File: src/hdl/lbbc_pkg.sv
package lbbc_pkg;

    localparam int ENTRIES_DEF     = 16;
    localparam int BUCKETS_DEF     = 8;
    localparam int DEVICE_BITS_DEF = 8;
    localparam int HASH_MULT       = 31;

    localparam logic [2:0] FN_READ  = 3'd0;
    localparam logic [2:0] FN_ALLOC = 3'd1;
    localparam logic [2:0] FN_WBACK = 3'd2;
    localparam logic [2:0] FN_REL   = 3'd3;
    localparam logic [2:0] FN_DIRTY = 3'd4;

    localparam logic [1:0] KIND_ANS  = 2'd0;
    localparam logic [1:0] KIND_RD   = 2'd1;
    localparam logic [1:0] KIND_WR   = 2'd2;

    localparam logic [2:0] ST_HIT    = 3'd0;
    localparam logic [2:0] ST_MISS   = 3'd1;
    localparam logic [2:0] ST_ALLOC  = 3'd2;
    localparam logic [2:0] ST_NOFREE = 3'd3;
    localparam logic [2:0] ST_DONE   = 3'd4;

    typedef enum logic [2:0] {
        SRC_IN_E,
        SRC_IN_Z,
        SRC_TAG_E,
        SRC_TAG_IDX,
        SRC_IDX_Z,
        SRC_ZERO
    } t_src;

    typedef struct packed {
        logic       load_in;
        logic       hash_tag;
        logic       hash_step;
        logic       find_init;
        logic       rm_walk_init;
        logic       walk_chain;
        logic       walk_lru;
        logic       vic_init;
        logic       vic_pass2;
        logic       take_p;
        logic       set_valid;
        logic       set_busy;
        logic       lru_head;
        logic       op_apply;
        logic       rm_head;
        logic       rm_link;
        logic       retag;
        logic       emit;
        logic [1:0] kind;
        logic [2:0] status;
        logic       last;
        t_src       src;
    } t_cmd;

    typedef struct packed {
        logic [2:0] func;
        logic       hash_last;
        logic       p_nil;
        logic       match;
        logic       vic_ok;
        logic       pass;
        logic       e_valid;
        logic       e_dirty;
        logic       e_in_table;
        logic       head_is_e;
        logic       next_is_e;
        logic       idx_oob;
        logic       idx_dirty;
    } t_sts;

endpackage

File: src/hdl/lbbc_ctrl.sv
module lbbc_ctrl
    import lbbc_pkg::*;
(
    input  logic i_clk,
    input  logic i_rst_n,
    input  logic i_s_tvalid,
    output logic o_s_tready,
    input  logic i_m_tready,
    output logic o_m_tvalid,
    input  t_sts i_sts,
    output t_cmd o_cmd
);

    typedef enum logic [4:0] {
        S_IDLE, S_DISP, S_BAD, S_OP, S_OPANS, S_HASH, S_FINIT, S_FIND, S_HIT,
        S_VINIT, S_VSCAN, S_NOFREE, S_VDIRTY, S_VTAB, S_RHASH, S_RHEAD,
        S_RWALK, S_RETAG, S_VLRU, S_ANS
    } t_state;

    t_state r_state, n_state;
    logic   r_hit, n_hit;
    logic   r_m_valid, n_m_valid;
    logic   out_free;

    assign out_free   = !r_m_valid || i_m_tready;
    assign o_s_tready = (r_state == S_IDLE);
    assign o_m_tvalid = r_m_valid;

    always_comb begin
        n_state = r_state;
        n_hit   = r_hit;
        o_cmd   = '0;
        o_cmd.src = SRC_ZERO;
        case (r_state)
            S_IDLE: begin
                if (i_s_tvalid) begin
                    o_cmd.load_in = 1'b1;
                    n_hit   = 1'b0;
                    n_state = S_DISP;
                end
            end
            S_DISP: begin
                if (i_sts.func == FN_READ || i_sts.func == FN_ALLOC) begin
                    n_state = S_HASH;
                end else if (i_sts.func == FN_WBACK || i_sts.func == FN_REL ||
                             i_sts.func == FN_DIRTY) begin
                    n_state = S_OP;
                end else begin
                    n_state = S_BAD;
                end
            end
            S_BAD: begin
                if (out_free) begin
                    o_cmd.emit   = 1'b1;
                    o_cmd.kind   = KIND_ANS;
                    o_cmd.status = ST_DONE;
                    o_cmd.last   = 1'b1;
                    o_cmd.src    = SRC_ZERO;
                    n_state = S_IDLE;
                end
            end
            S_OP: begin
                if (i_sts.idx_oob) begin
                    if (out_free) begin
                        o_cmd.emit   = 1'b1;
                        o_cmd.kind   = KIND_ANS;
                        o_cmd.status = ST_DONE;
                        o_cmd.last   = 1'b1;
                        o_cmd.src    = SRC_IDX_Z;
                        n_state = S_IDLE;
                    end
                end else if (i_sts.func == FN_WBACK && i_sts.idx_dirty) begin
                    if (out_free) begin
                        o_cmd.emit     = 1'b1;
                        o_cmd.kind     = KIND_WR;
                        o_cmd.status   = ST_HIT;
                        o_cmd.src      = SRC_TAG_IDX;
                        o_cmd.op_apply = 1'b1;
                        n_state = S_OPANS;
                    end
                end else begin
                    o_cmd.op_apply = 1'b1;
                    n_state = S_OPANS;
                end
            end
            S_OPANS: begin
                if (out_free) begin
                    o_cmd.emit   = 1'b1;
                    o_cmd.kind   = KIND_ANS;
                    o_cmd.status = ST_DONE;
                    o_cmd.last   = 1'b1;
                    o_cmd.src    = SRC_TAG_IDX;
                    n_state = S_IDLE;
                end
            end
            S_HASH: begin
                o_cmd.hash_step = 1'b1;
                if (i_sts.hash_last) begin
                    n_state = S_FINIT;
                end
            end
            S_FINIT: begin
                o_cmd.find_init = 1'b1;
                n_state = (i_sts.func == FN_READ) ? S_FIND : S_VINIT;
            end
            S_FIND: begin
                if (i_sts.p_nil) begin
                    n_state = S_VINIT;
                end else if (i_sts.match) begin
                    o_cmd.take_p = 1'b1;
                    n_hit   = 1'b1;
                    n_state = S_HIT;
                end else begin
                    o_cmd.walk_chain = 1'b1;
                end
            end
            S_HIT: begin
                if (!i_sts.e_valid) begin
                    if (out_free) begin
                        o_cmd.emit      = 1'b1;
                        o_cmd.kind      = KIND_RD;
                        o_cmd.status    = ST_HIT;
                        o_cmd.src       = SRC_IN_E;
                        o_cmd.set_valid = 1'b1;
                    end
                end else begin
                    o_cmd.lru_head = 1'b1;
                    o_cmd.set_busy = 1'b1;
                    n_state = S_ANS;
                end
            end
            S_VINIT: begin
                o_cmd.vic_init = 1'b1;
                n_state = S_VSCAN;
            end
            S_VSCAN: begin
                if (!i_sts.p_nil && i_sts.vic_ok) begin
                    o_cmd.take_p = 1'b1;
                    n_state = S_VDIRTY;
                end else if (i_sts.p_nil) begin
                    if (i_sts.pass) begin
                        n_state = S_NOFREE;
                    end else begin
                        o_cmd.vic_pass2 = 1'b1;
                    end
                end else begin
                    o_cmd.walk_lru = 1'b1;
                end
            end
            S_NOFREE: begin
                if (out_free) begin
                    o_cmd.emit   = 1'b1;
                    o_cmd.kind   = KIND_ANS;
                    o_cmd.status = ST_NOFREE;
                    o_cmd.last   = 1'b1;
                    o_cmd.src    = SRC_IN_Z;
                    n_state = S_IDLE;
                end
            end
            S_VDIRTY: begin
                if (!i_sts.e_dirty) begin
                    n_state = S_VTAB;
                end else if (out_free) begin
                    o_cmd.emit   = 1'b1;
                    o_cmd.kind   = KIND_WR;
                    o_cmd.status = ST_HIT;
                    o_cmd.src    = SRC_TAG_E;
                    n_state = S_VTAB;
                end
            end
            S_VTAB: begin
                if (i_sts.e_in_table) begin
                    o_cmd.hash_tag = 1'b1;
                    n_state = S_RHASH;
                end else begin
                    n_state = S_RETAG;
                end
            end
            S_RHASH: begin
                o_cmd.hash_step = 1'b1;
                if (i_sts.hash_last) begin
                    n_state = S_RHEAD;
                end
            end
            S_RHEAD: begin
                if (i_sts.head_is_e) begin
                    o_cmd.rm_head = 1'b1;
                    n_state = S_RETAG;
                end else begin
                    o_cmd.rm_walk_init = 1'b1;
                    n_state = S_RWALK;
                end
            end
            S_RWALK: begin
                if (i_sts.p_nil) begin
                    n_state = S_RETAG;
                end else if (i_sts.next_is_e) begin
                    o_cmd.rm_link = 1'b1;
                    n_state = S_RETAG;
                end else begin
                    o_cmd.walk_chain = 1'b1;
                end
            end
            S_RETAG: begin
                if (i_sts.func != FN_READ) begin
                    o_cmd.retag = 1'b1;
                    n_state = S_VLRU;
                end else if (out_free) begin
                    o_cmd.emit   = 1'b1;
                    o_cmd.kind   = KIND_RD;
                    o_cmd.status = ST_HIT;
                    o_cmd.src    = SRC_IN_E;
                    o_cmd.retag  = 1'b1;
                    n_state = S_VLRU;
                end
            end
            S_VLRU: begin
                o_cmd.lru_head = 1'b1;
                n_state = S_ANS;
            end
            S_ANS: begin
                if (out_free) begin
                    o_cmd.emit   = 1'b1;
                    o_cmd.kind   = KIND_ANS;
                    o_cmd.status = r_hit ? ST_HIT :
                                   (i_sts.func == FN_READ) ? ST_MISS : ST_ALLOC;
                    o_cmd.last   = 1'b1;
                    o_cmd.src    = SRC_IN_E;
                    n_state = S_IDLE;
                end
            end
            default: begin
                n_state = S_IDLE;
            end
        endcase
        if (o_cmd.emit) begin
            n_m_valid = 1'b1;
        end else if (i_m_tready) begin
            n_m_valid = 1'b0;
        end else begin
            n_m_valid = r_m_valid;
        end
    end

    always_ff @(posedge i_clk) begin
        if (!i_rst_n) begin
            r_state   <= S_IDLE;
            r_hit     <= 1'b0;
            r_m_valid <= 1'b0;
        end else begin
            r_state   <= n_state;
            r_hit     <= n_hit;
            r_m_valid <= n_m_valid;
        end
    end

endmodule

File: src/hdl/lbbc_dpath.sv
module lbbc_dpath
    import lbbc_pkg::*;
#(
    parameter int ENTRIES     = ENTRIES_DEF,
    parameter int BUCKETS     = BUCKETS_DEF,
    parameter int DEVICE_BITS = DEVICE_BITS_DEF
) (
    input  logic        i_clk,
    input  logic        i_rst_n,
    input  logic [2:0]  i_func,
    input  logic [7:0]  i_device_id,
    input  logic [31:0] i_block_number,
    input  logic [3:0]  i_entry_index,
    input  logic        i_write_ok,
    input  t_cmd        i_cmd,
    output t_sts        o_sts,
    output logic [1:0]  o_kind,
    output logic [3:0]  o_out_entry,
    output logic [7:0]  o_out_device,
    output logic [31:0] o_out_block,
    output logic [2:0]  o_status,
    output logic        o_last
);

    localparam int IW = $clog2(ENTRIES);
    localparam int EW = $clog2(ENTRIES + 1);
    localparam int BW = (BUCKETS > 1) ? $clog2(BUCKETS) : 1;
    localparam int HL = (BUCKETS > 1) ? $clog2(BUCKETS) : 0;
    localparam logic [EW-1:0] NIL = EW'(ENTRIES);
    localparam logic [7:0] DEV_MASK =
        (DEVICE_BITS >= 8) ? 8'hFF : 8'((1 << DEVICE_BITS) - 1);
    // rounded-up reciprocal of the bucket count, exact for any 32-bit sum
    localparam logic [63:0] RECIP =
        ((64'd1 << (32 + HL)) + 64'(BUCKETS) - 64'd1) / 64'(BUCKETS);
    localparam logic [15:0] RCP_LO = RECIP[15:0];
    localparam logic [16:0] RCP_HI = RECIP[32:16];

    logic [7:0]    r_tag_dev [ENTRIES];
    logic [31:0]   r_tag_blk [ENTRIES];
    logic [ENTRIES-1:0] r_valid, r_busy, r_dirty, r_in_table;
    logic [EW-1:0] r_next  [ENTRIES];
    logic [EW-1:0] r_bhead [BUCKETS];
    logic [EW-1:0] r_older [ENTRIES];
    logic [EW-1:0] r_newer [ENTRIES];
    logic [EW-1:0] r_lru_head, r_lru_tail;

    logic [2:0]    r_func;
    logic [7:0]    r_dev;
    logic [31:0]   r_blk;
    logic [3:0]    r_idx;
    logic          r_ok;
    logic [31:0]   r_sum;
    logic [65:0]   r_acc;
    logic [7:0]    r_rem;
    logic [1:0]    r_hcnt;
    logic [BW-1:0] r_hin;
    logic [EW-1:0] r_p, r_e, r_cnt;
    logic          r_pass;

    logic [1:0]    r_o_kind;
    logic [3:0]    r_o_entry;
    logic [7:0]    r_o_dev;
    logic [31:0]   r_o_blk;
    logic [2:0]    r_o_status;
    logic          r_o_last;

    logic [IW-1:0] pi, ei, xi;
    logic [BW-1:0] rb;
    logic [47:0]   prod_lo;
    logic [48:0]   prod_hi;
    logic [31:0]   quo, quo_b, rem_full;
    logic [7:0]    dev_in;
    logic [31:0]   sum_in, sum_tag;
    logic [EW-1:0] lo, lw, lhp;
    logic [3:0]    sel_entry;
    logic [7:0]    sel_dev;
    logic [31:0]   sel_blk;

    assign pi = r_p[IW-1:0];
    assign ei = r_e[IW-1:0];
    assign xi = IW'(r_idx);
    assign rb = r_rem[BW-1:0];

    assign dev_in  = i_device_id & DEV_MASK;
    assign sum_in  = 32'(dev_in) * 32'(HASH_MULT) + i_block_number;
    assign sum_tag = 32'(r_tag_dev[ei]) * 32'(HASH_MULT) + r_tag_blk[ei];

    // bucket = sum - floor(sum / BUCKETS) * BUCKETS, quotient by reciprocal
    assign prod_lo  = 48'(r_sum) * 48'(RCP_LO);
    assign prod_hi  = 49'(r_sum) * 49'(RCP_HI);
    assign quo      = 32'(r_acc >> (32 + HL));
    assign quo_b    = quo * 32'(BUCKETS);
    assign rem_full = r_sum - quo_b;

    always_comb begin
        lo  = r_older[ei];
        lw  = r_newer[ei];
        lhp = (lw < NIL) ? r_lru_head : lo;
    end

    always_comb begin
        o_sts.func       = r_func;
        o_sts.hash_last  = (r_hcnt == 2'd2);
        o_sts.p_nil      = (r_p >= NIL) || (r_cnt == NIL);
        o_sts.match      = (r_tag_dev[pi] == r_dev) && (r_tag_blk[pi] == r_blk);
        o_sts.vic_ok     = !r_busy[pi] && (r_pass || !r_dirty[pi]);
        o_sts.pass       = r_pass;
        o_sts.e_valid    = r_valid[ei];
        o_sts.e_dirty    = r_dirty[ei];
        o_sts.e_in_table = r_in_table[ei];
        o_sts.head_is_e  = (r_bhead[rb] == r_e);
        o_sts.next_is_e  = (r_next[pi] == r_e);
        o_sts.idx_oob    = (9'(r_idx) >= 9'(ENTRIES));
        o_sts.idx_dirty  = r_dirty[xi];
    end

    always_comb begin
        case (i_cmd.src)
            SRC_IN_E: begin
                sel_entry = 4'(r_e);
                sel_dev   = r_dev;
                sel_blk   = r_blk;
            end
            SRC_IN_Z: begin
                sel_entry = '0;
                sel_dev   = r_dev;
                sel_blk   = r_blk;
            end
            SRC_TAG_E: begin
                sel_entry = 4'(r_e);
                sel_dev   = r_tag_dev[ei];
                sel_blk   = r_tag_blk[ei];
            end
            SRC_TAG_IDX: begin
                sel_entry = r_idx;
                sel_dev   = r_tag_dev[xi];
                sel_blk   = r_tag_blk[xi];
            end
            SRC_IDX_Z: begin
                sel_entry = r_idx;
                sel_dev   = '0;
                sel_blk   = '0;
            end
            default: begin
                sel_entry = '0;
                sel_dev   = '0;
                sel_blk   = '0;
            end
        endcase
    end

    always_ff @(posedge i_clk) begin
        if (!i_rst_n) begin
            r_valid    <= '0;
            r_busy     <= '0;
            r_dirty    <= '0;
            r_in_table <= '0;
            for (int i = 0; i < ENTRIES; i++) begin
                r_tag_dev[i] <= '0;
                r_tag_blk[i] <= '0;
                r_next[i]    <= NIL;
                r_older[i]   <= (i == 0) ? NIL : EW'(i - 1);
                r_newer[i]   <= (i == ENTRIES - 1) ? NIL : EW'(i + 1);
            end
            for (int b = 0; b < BUCKETS; b++) begin
                r_bhead[b] <= NIL;
            end
            r_lru_head <= EW'(ENTRIES - 1);
            r_lru_tail <= '0;
        end else begin
            if (i_cmd.load_in) begin
                r_func <= i_func;
                r_dev  <= dev_in;
                r_blk  <= i_block_number;
                r_idx  <= i_entry_index;
                r_ok   <= i_write_ok;
                r_sum  <= sum_in;
                r_rem  <= '0;
                r_hcnt <= '0;
            end
            if (i_cmd.hash_tag) begin
                r_sum  <= sum_tag;
                r_rem  <= '0;
                r_hcnt <= '0;
            end
            if (i_cmd.hash_step) begin
                case (r_hcnt)
                    2'd0: begin
                        r_acc <= 66'(prod_lo);
                    end
                    2'd1: begin
                        r_acc <= r_acc + {1'b0, prod_hi, 16'd0};
                    end
                    default: begin
                        r_rem <= rem_full[7:0];
                    end
                endcase
                r_hcnt <= r_hcnt + 2'd1;
            end
            if (i_cmd.find_init) begin
                r_p   <= r_bhead[rb];
                r_hin <= rb;
                r_cnt <= '0;
            end
            if (i_cmd.rm_walk_init) begin
                r_p   <= r_bhead[rb];
                r_cnt <= '0;
            end
            if (i_cmd.walk_chain) begin
                r_p   <= r_next[pi];
                r_cnt <= r_cnt + EW'(1);
            end
            if (i_cmd.walk_lru) begin
                r_p   <= r_newer[pi];
                r_cnt <= r_cnt + EW'(1);
            end
            if (i_cmd.vic_init || i_cmd.vic_pass2) begin
                r_p    <= r_lru_tail;
                r_cnt  <= '0;
                r_pass <= i_cmd.vic_pass2;
            end
            if (i_cmd.take_p) begin
                r_e <= r_p;
            end
            if (i_cmd.set_valid) begin
                r_valid[ei] <= 1'b1;
            end
            if (i_cmd.set_busy) begin
                r_busy[ei] <= 1'b1;
            end
            if (i_cmd.lru_head && r_lru_head != r_e) begin
                if (lo < NIL) begin
                    r_newer[lo[IW-1:0]] <= lw;
                end else begin
                    r_lru_tail <= lw;
                end
                if (lw < NIL) begin
                    r_older[lw[IW-1:0]] <= lo;
                end
                r_older[ei] <= lhp;
                r_newer[ei] <= NIL;
                if (lhp < NIL) begin
                    r_newer[lhp[IW-1:0]] <= r_e;
                end else begin
                    r_lru_tail <= r_e;
                end
                r_lru_head <= r_e;
            end
            if (i_cmd.op_apply) begin
                case (r_func)
                    FN_WBACK: begin
                        if (r_ok) begin
                            r_dirty[xi] <= 1'b0;
                        end
                    end
                    FN_REL: begin
                        r_busy[xi] <= 1'b0;
                    end
                    FN_DIRTY: begin
                        r_dirty[xi] <= 1'b1;
                    end
                    default: begin
                    end
                endcase
            end
            if (i_cmd.rm_head) begin
                r_bhead[rb] <= r_next[ei];
            end
            if (i_cmd.rm_link) begin
                r_next[pi] <= r_next[ei];
            end
            if (i_cmd.retag) begin
                r_tag_dev[ei]  <= r_dev;
                r_tag_blk[ei]  <= r_blk;
                r_valid[ei]    <= (r_func == FN_READ);
                r_busy[ei]     <= 1'b1;
                r_dirty[ei]    <= 1'b0;
                r_next[ei]     <= r_bhead[r_hin];
                r_bhead[r_hin] <= r_e;
                r_in_table[ei] <= 1'b1;
            end
        end
    end

    always_ff @(posedge i_clk) begin
        if (i_cmd.emit) begin
            r_o_kind   <= i_cmd.kind;
            r_o_entry  <= sel_entry;
            r_o_dev    <= sel_dev;
            r_o_blk    <= sel_blk;
            r_o_status <= i_cmd.status;
            r_o_last   <= i_cmd.last;
        end
    end

    assign o_kind       = r_o_kind;
    assign o_out_entry  = r_o_entry;
    assign o_out_device = r_o_dev;
    assign o_out_block  = r_o_blk;
    assign o_status     = r_o_status;
    assign o_last       = r_o_last;

endmodule

File: src/hdl/lru_block_buffer_cache_core.sv
// Tag and LRU replacement controller for a hashed disk block cache. One word
// is taken at a time; the input side is ready only while the block is idle,
// and a result word waiting in the output register does not hold off the next
// input. Every read or alloc first reduces (device*31 + block) to a bucket
// with a reciprocal multiply, a low and a high partial product and then the
// remainder; a read then walks its chain, one entry a cycle. A miss or alloc
// scans the LRU list from the tail, one entry a cycle, up to two passes, and
// an evicted entry still in a chain costs a second hash plus, unless it heads
// the chain, a chain walk. A read hit on an entry not yet valid first issues
// a disk read. A new result word waits until the one before it is taken. Each
// input yields disk requests first and then one answer word with tlast set.
module lru_block_buffer_cache_core
    import lbbc_pkg::*;
#(
    parameter int ENTRIES     = ENTRIES_DEF,
    parameter int BUCKETS     = BUCKETS_DEF,
    parameter int DEVICE_BITS = DEVICE_BITS_DEF
) (
    input  logic        i_clk,
    input  logic        i_rst_n,
    input  logic        i_s_tvalid,
    output logic        o_s_tready,
    // device_id[7:0], block_number[39:8], entry_index[43:40], write_ok[44]
    input  logic [47:0] i_s_tdata,
    // func[2:0]
    input  logic [2:0]  i_s_tuser,
    output logic        o_m_tvalid,
    input  logic        i_m_tready,
    // out_entry[3:0], out_device[11:4], out_block[43:12], status[46:44]
    output logic [47:0] o_m_tdata,
    // kind[1:0]
    output logic [1:0]  o_m_tuser,
    output logic        o_m_tlast
);

    t_cmd        cmd;
    t_sts        sts;
    logic [3:0]  out_entry;
    logic [7:0]  out_device;
    logic [31:0] out_block;
    logic [2:0]  status;

    lbbc_ctrl u_ctrl (
        .i_clk      (i_clk),
        .i_rst_n    (i_rst_n),
        .i_s_tvalid (i_s_tvalid),
        .o_s_tready (o_s_tready),
        .i_m_tready (i_m_tready),
        .o_m_tvalid (o_m_tvalid),
        .i_sts      (sts),
        .o_cmd      (cmd)
    );

    lbbc_dpath #(
        .ENTRIES     (ENTRIES),
        .BUCKETS     (BUCKETS),
        .DEVICE_BITS (DEVICE_BITS)
    ) u_dpath (
        .i_clk          (i_clk),
        .i_rst_n        (i_rst_n),
        .i_func         (i_s_tuser),
        .i_device_id    (i_s_tdata[7:0]),
        .i_block_number (i_s_tdata[39:8]),
        .i_entry_index  (i_s_tdata[43:40]),
        .i_write_ok     (i_s_tdata[44]),
        .i_cmd          (cmd),
        .o_sts          (sts),
        .o_kind         (o_m_tuser),
        .o_out_entry    (out_entry),
        .o_out_device   (out_device),
        .o_out_block    (out_block),
        .o_status       (status),
        .o_last         (o_m_tlast)
    );

    assign o_m_tdata = {1'b0, status, out_block, out_device, out_entry};

endmodule

File: config.mk
export PLATFORM = sky130hd
export DESIGN_NAME = lru_block_buffer_cache_core
export DESIGN_NICKNAME = d
export VERILOG_FILES = /design/src/hdl/lbbc_pkg.sv /design/src/hdl/lbbc_ctrl.sv /design/src/hdl/lbbc_dpath.sv /design/src/hdl/lru_block_buffer_cache_core.sv
export SDC_FILE = /design/constraint.sdc
export NUM_CORES = 2
export LEC_CHECK = 0
export BUFFER_PORTS_ARGS = -buffer_cell sky130_fd_sc_hd__buf_2
export CAP_MARGIN = 15
export CORE_AREA = 5 5 315 440
export DETAILED_ROUTE_END_ITERATION = 7
export DIE_AREA = 0 0 320 445
export PLACE_DENSITY = 0.73
export SYNTH_ARGS = -nofsm -noshare
export SYNTH_HDL_FRONTEND = slang
export SYNTH_SLANG_ARGS = --single-unit
export TNS_END_PERCENT = 1
File: constraint.sdc
create_clock -name i_clk -period 4.8 [get_ports i_clk]
set_input_delay 0 -clock i_clk [delete_from_list [all_inputs] [get_ports i_clk]]
set_output_delay 0 -clock i_clk [all_outputs]
set_load 0.01 [all_outputs]
==> impl_metrics.json <==
{
  "setup_tns_ps": -25.8,
  "gp_congestion": 0.990,
  "clockRootBuffer": "clkbuf_16",
  "clock_path_buffers": 3,
  "synth.most_common_cell": "edfxtp_1",
  "synthesis.nets": 4966,
  "cts_tree": "yes",
  "die-area_sq_um": 142000,
  "finalCriticalPeriod_ps": 4820,
  "grt_overflow": 0,
  "syn-cell-area_sq_um": 66500,
  "grt_max_degree": 149,
  "grtUsageTotal": 0.314,
  "die_h_um": 445,
  "first_pass_iters": 6,
  "seq_area_frac_synth": 0.502,
  "io_pins": 108,
  "startpoint_type": "flop",
  "rr_worst_depth": 9,
  "post-route-drc-count": 0,
  "outcome": "finished, violations left",
  "wl_per_cell_um": 33.6,
  "antenna_found_initial": 12,
  "final.setup.worst_slack_ps": -19.2,
  "rsz0062_at_grt": "false",
  "finalSetupViolations": 2,
  "drt-total-wl_um": 229000,
  "clock-sinks": 1144,
  "yosys-top-cells-area": "edfxtp_1, mux4_2, and3_1, dfxtp_1, and2_1",
  "netlist_instances": 4900,
  "finalHoldViolations": 0,
  "synth_largest_area_cell": "edfxtp_1",
  "drive_gt1_frac": 0.266,
  "critical_path_required_ps": 5440,
  "fin_skew_ps": 38.5,
  "fmax_mhz": 208,
  "ys_ff_latch": 1144,
  "syn_avg_cell_area_sq_um": 13.6,
  "cts.clk_slew.worst_paths_ps": 70,
  "worst_setup_path_end_kind": "flop",
  "p_leak_nw": 26.6,
  "die_w_um": 320,
  "min_period_over_period": 1.00,
  "async_reset_ff_frac": 0,
  "maxCapViolations": 0,
  "cellPowerDensity_nw_per_um2": 394,
  "vias": 48500,
  "final_util": 0.556,
  "drv_slew": 0,
  "grt_first_pass_wirelength_um": 328000,
  "clock_latency_ps": 780,
  "crit_fanout": 31,
  "synth.top_cell.area_share": 0.472,
  "h-tree-depth": 3,
  "synth-edff-count": 1045,
  "path_class": "reg -> reg",
  "maxSlewHeadroom": 0.197,
  "grt_pass1_vias": 48600,
  "drtIter0Drc": 7797,
  "cts_inserted_buffers": 113,
  "ys_top_cells_by_count": "edfxtp_1, mux4_2, nand2_1",
  "yosys_warnings": 0,
  "whs_ps": 37.1,
  "hold-path-cell-count": 2,
  "ir_drop_mv": 0.305,
  "viasPerCell": 7.11,
  "syn_to_final_growth_pct": 11.9,
  "ant_nets": 0,
  "hold_path_class": "in -> reg",
  "synth.distinct_cells": 79,
  "worst_pin_slew_ps": 1200,
  "core_sq_um": 134000,
  "ys.flop_type": "edfxtp_1",
  "critPathArrivalTime_ps": 5460,
  "floorplan.initialDensity": 0.497,
  "finalNetCount": 5006,
  "io_buffers": 103,
  "hpwlAfterDp_um": 142000,
  "nFillCells": 10600,
  "failed_checks": "setup timing",
  "row_count": 159
}
worst paths after layout:
kind	startpoint	to	slack, ps
hold reg to reg	u_dpath.r_in_table[7]	u_dpath.r_in_table[7]	470
hold / removal	i_s_tdata[2]	u_dpath.r_dev[2]	40
setup reg to reg	flop	flop	-20
setup / recovery	flop	flop	-20
final cells by class:
| cell class | instances | area [sq um] | share of cell area |
|---|---|---|---|
| antenna | 7 | 17.5 | 0.000235 |
| clock buffer | 147 | 3110 | 0.0418 |
| clock inverter | 69 | 820 | 0.0110 |
| inverter | 27 | 103 | 0.00138 |
| multi-input combinational | 3235 | 31200 | 0.420 |
| sequential | 1144 | 33400 | 0.449 |
| tap | 1771 | 2220 | 0.0298 |
| timing repair buffer | 419 | 3480 | 0.0467 |
repair_timing:
| action | 4_1_cts | 5_1_grt |
|---|---|---|
| setup endpoints to repair | 3 | 1 |
| gates resized for setup | 0 | 1 |
| buffers inserted | 1 | 0 |
| hold endpoints to repair | 76 | 0 |
| hold buffers | 84 | 0 |
critical path, stage by stage (launching register included):
cell       delay [ps]
dfxtp_4           860
nor2b_1           670
a221oi_1          230
xnor2_1           560
o2111ai_1         460
a21oi_1           450
nand4_2           290
or4_1             580
a32o_1            290
mux2_4            260
state kept, by name, indices dropped and copies added (netlist names), 8 cells and up, named ones only:
register              flops
u_dpath.r_bhead          40
u_dpath.r_tag_blk       512
u_dpath.r_next           80
u_dpath.o_out_block      32
u_dpath.r_busy           16
u_dpath.r_blk            32
u_dpath.r_older          80
u_dpath.r_dev             8
u_dpath.r_dirty          16
u_dpath.r_newer          80
u_dpath.r_in_table       16
u_dpath.o_out_device      8
u_dpath.r_tag_dev       128
layout by cell type, fill, tap and decap left out, types with 87 or more instances in the layout:
| cell | instances |
|---|---|
| a21oi_1 | 121 |
| and2_1 | 297 |
| and3_1 | 375 |
| buf_2 | 102 |
| buf_4 | 203 |
| clkbuf_16 | 116 |
| dfxtp_1 | 87 |
| edfxtp_1 | 1045 |
| mux2i_1 | 132 |
| mux4_2 | 669 |
| nand2_1 | 391 |
| nor2_1 | 278 |
| o21ai_0 | 88 |
power by group:
part | leakage (nW) | internal (W) | total [W] | switching (W)
Combinational | 13.5 | 0.00305 | 0.00729 | 0.00424
Clock | 1.89 | 0.00544 | 0.00952 | 0.00408
Sequential | 11.2 | 0.0116 | 0.0125 | 0.000898
Total | 26.6 | 0.0201 | 0.0293 | 0.00922
through the flow:
stage | total power, W | cell area (sq um) | cells | setup slack (ps)
final | 0.0293 | 74400 | 6819 | -19.2
after floorplan | 0.0169 | 66500 | 4900 | 97.2
after global placement | 0.0196 | 69600 | 6511 | 19.4
after CTS | 0.0292 | 74400 | 6812 | 132
after global routing | 0.0301 | 74400 | 6813 | 18.2
after detailed placement | 0.0198 | 69600 | 6511 | -42.6
cell families after synthesis:
group / count (synthesis) / synth area share
AO/OA/AOI/OAI: 540 / 0.0531
XOR/XNOR: 116 / 0.0153
adder cells (fa/ha/maj): 11 / 0.00230
buffers and inverters: 521 / 0.0328
flip-flops: 1144 / 0.502
multiplexers: 887 / 0.263
other: 1 / 0.0000564
AND/OR/NAND/NOR: 1680 / 0.131
routing by layer:
layer / GRT usage / wire, um / share of wire / vias up
met3: 0.0683 / 28300 / 0.12 / 1105
met1: 0.363 / 69400 / 0.30 / 23900
li1: - / - / - / 19400
met4: 0.251 / 22500 / 0.098 / 6
met2: 0.508 / 109000 / 0.48 / 4136
met5: 0 / 54 / 0.00024 / -
Note: power is estimated with default switching activity, not from simulation.
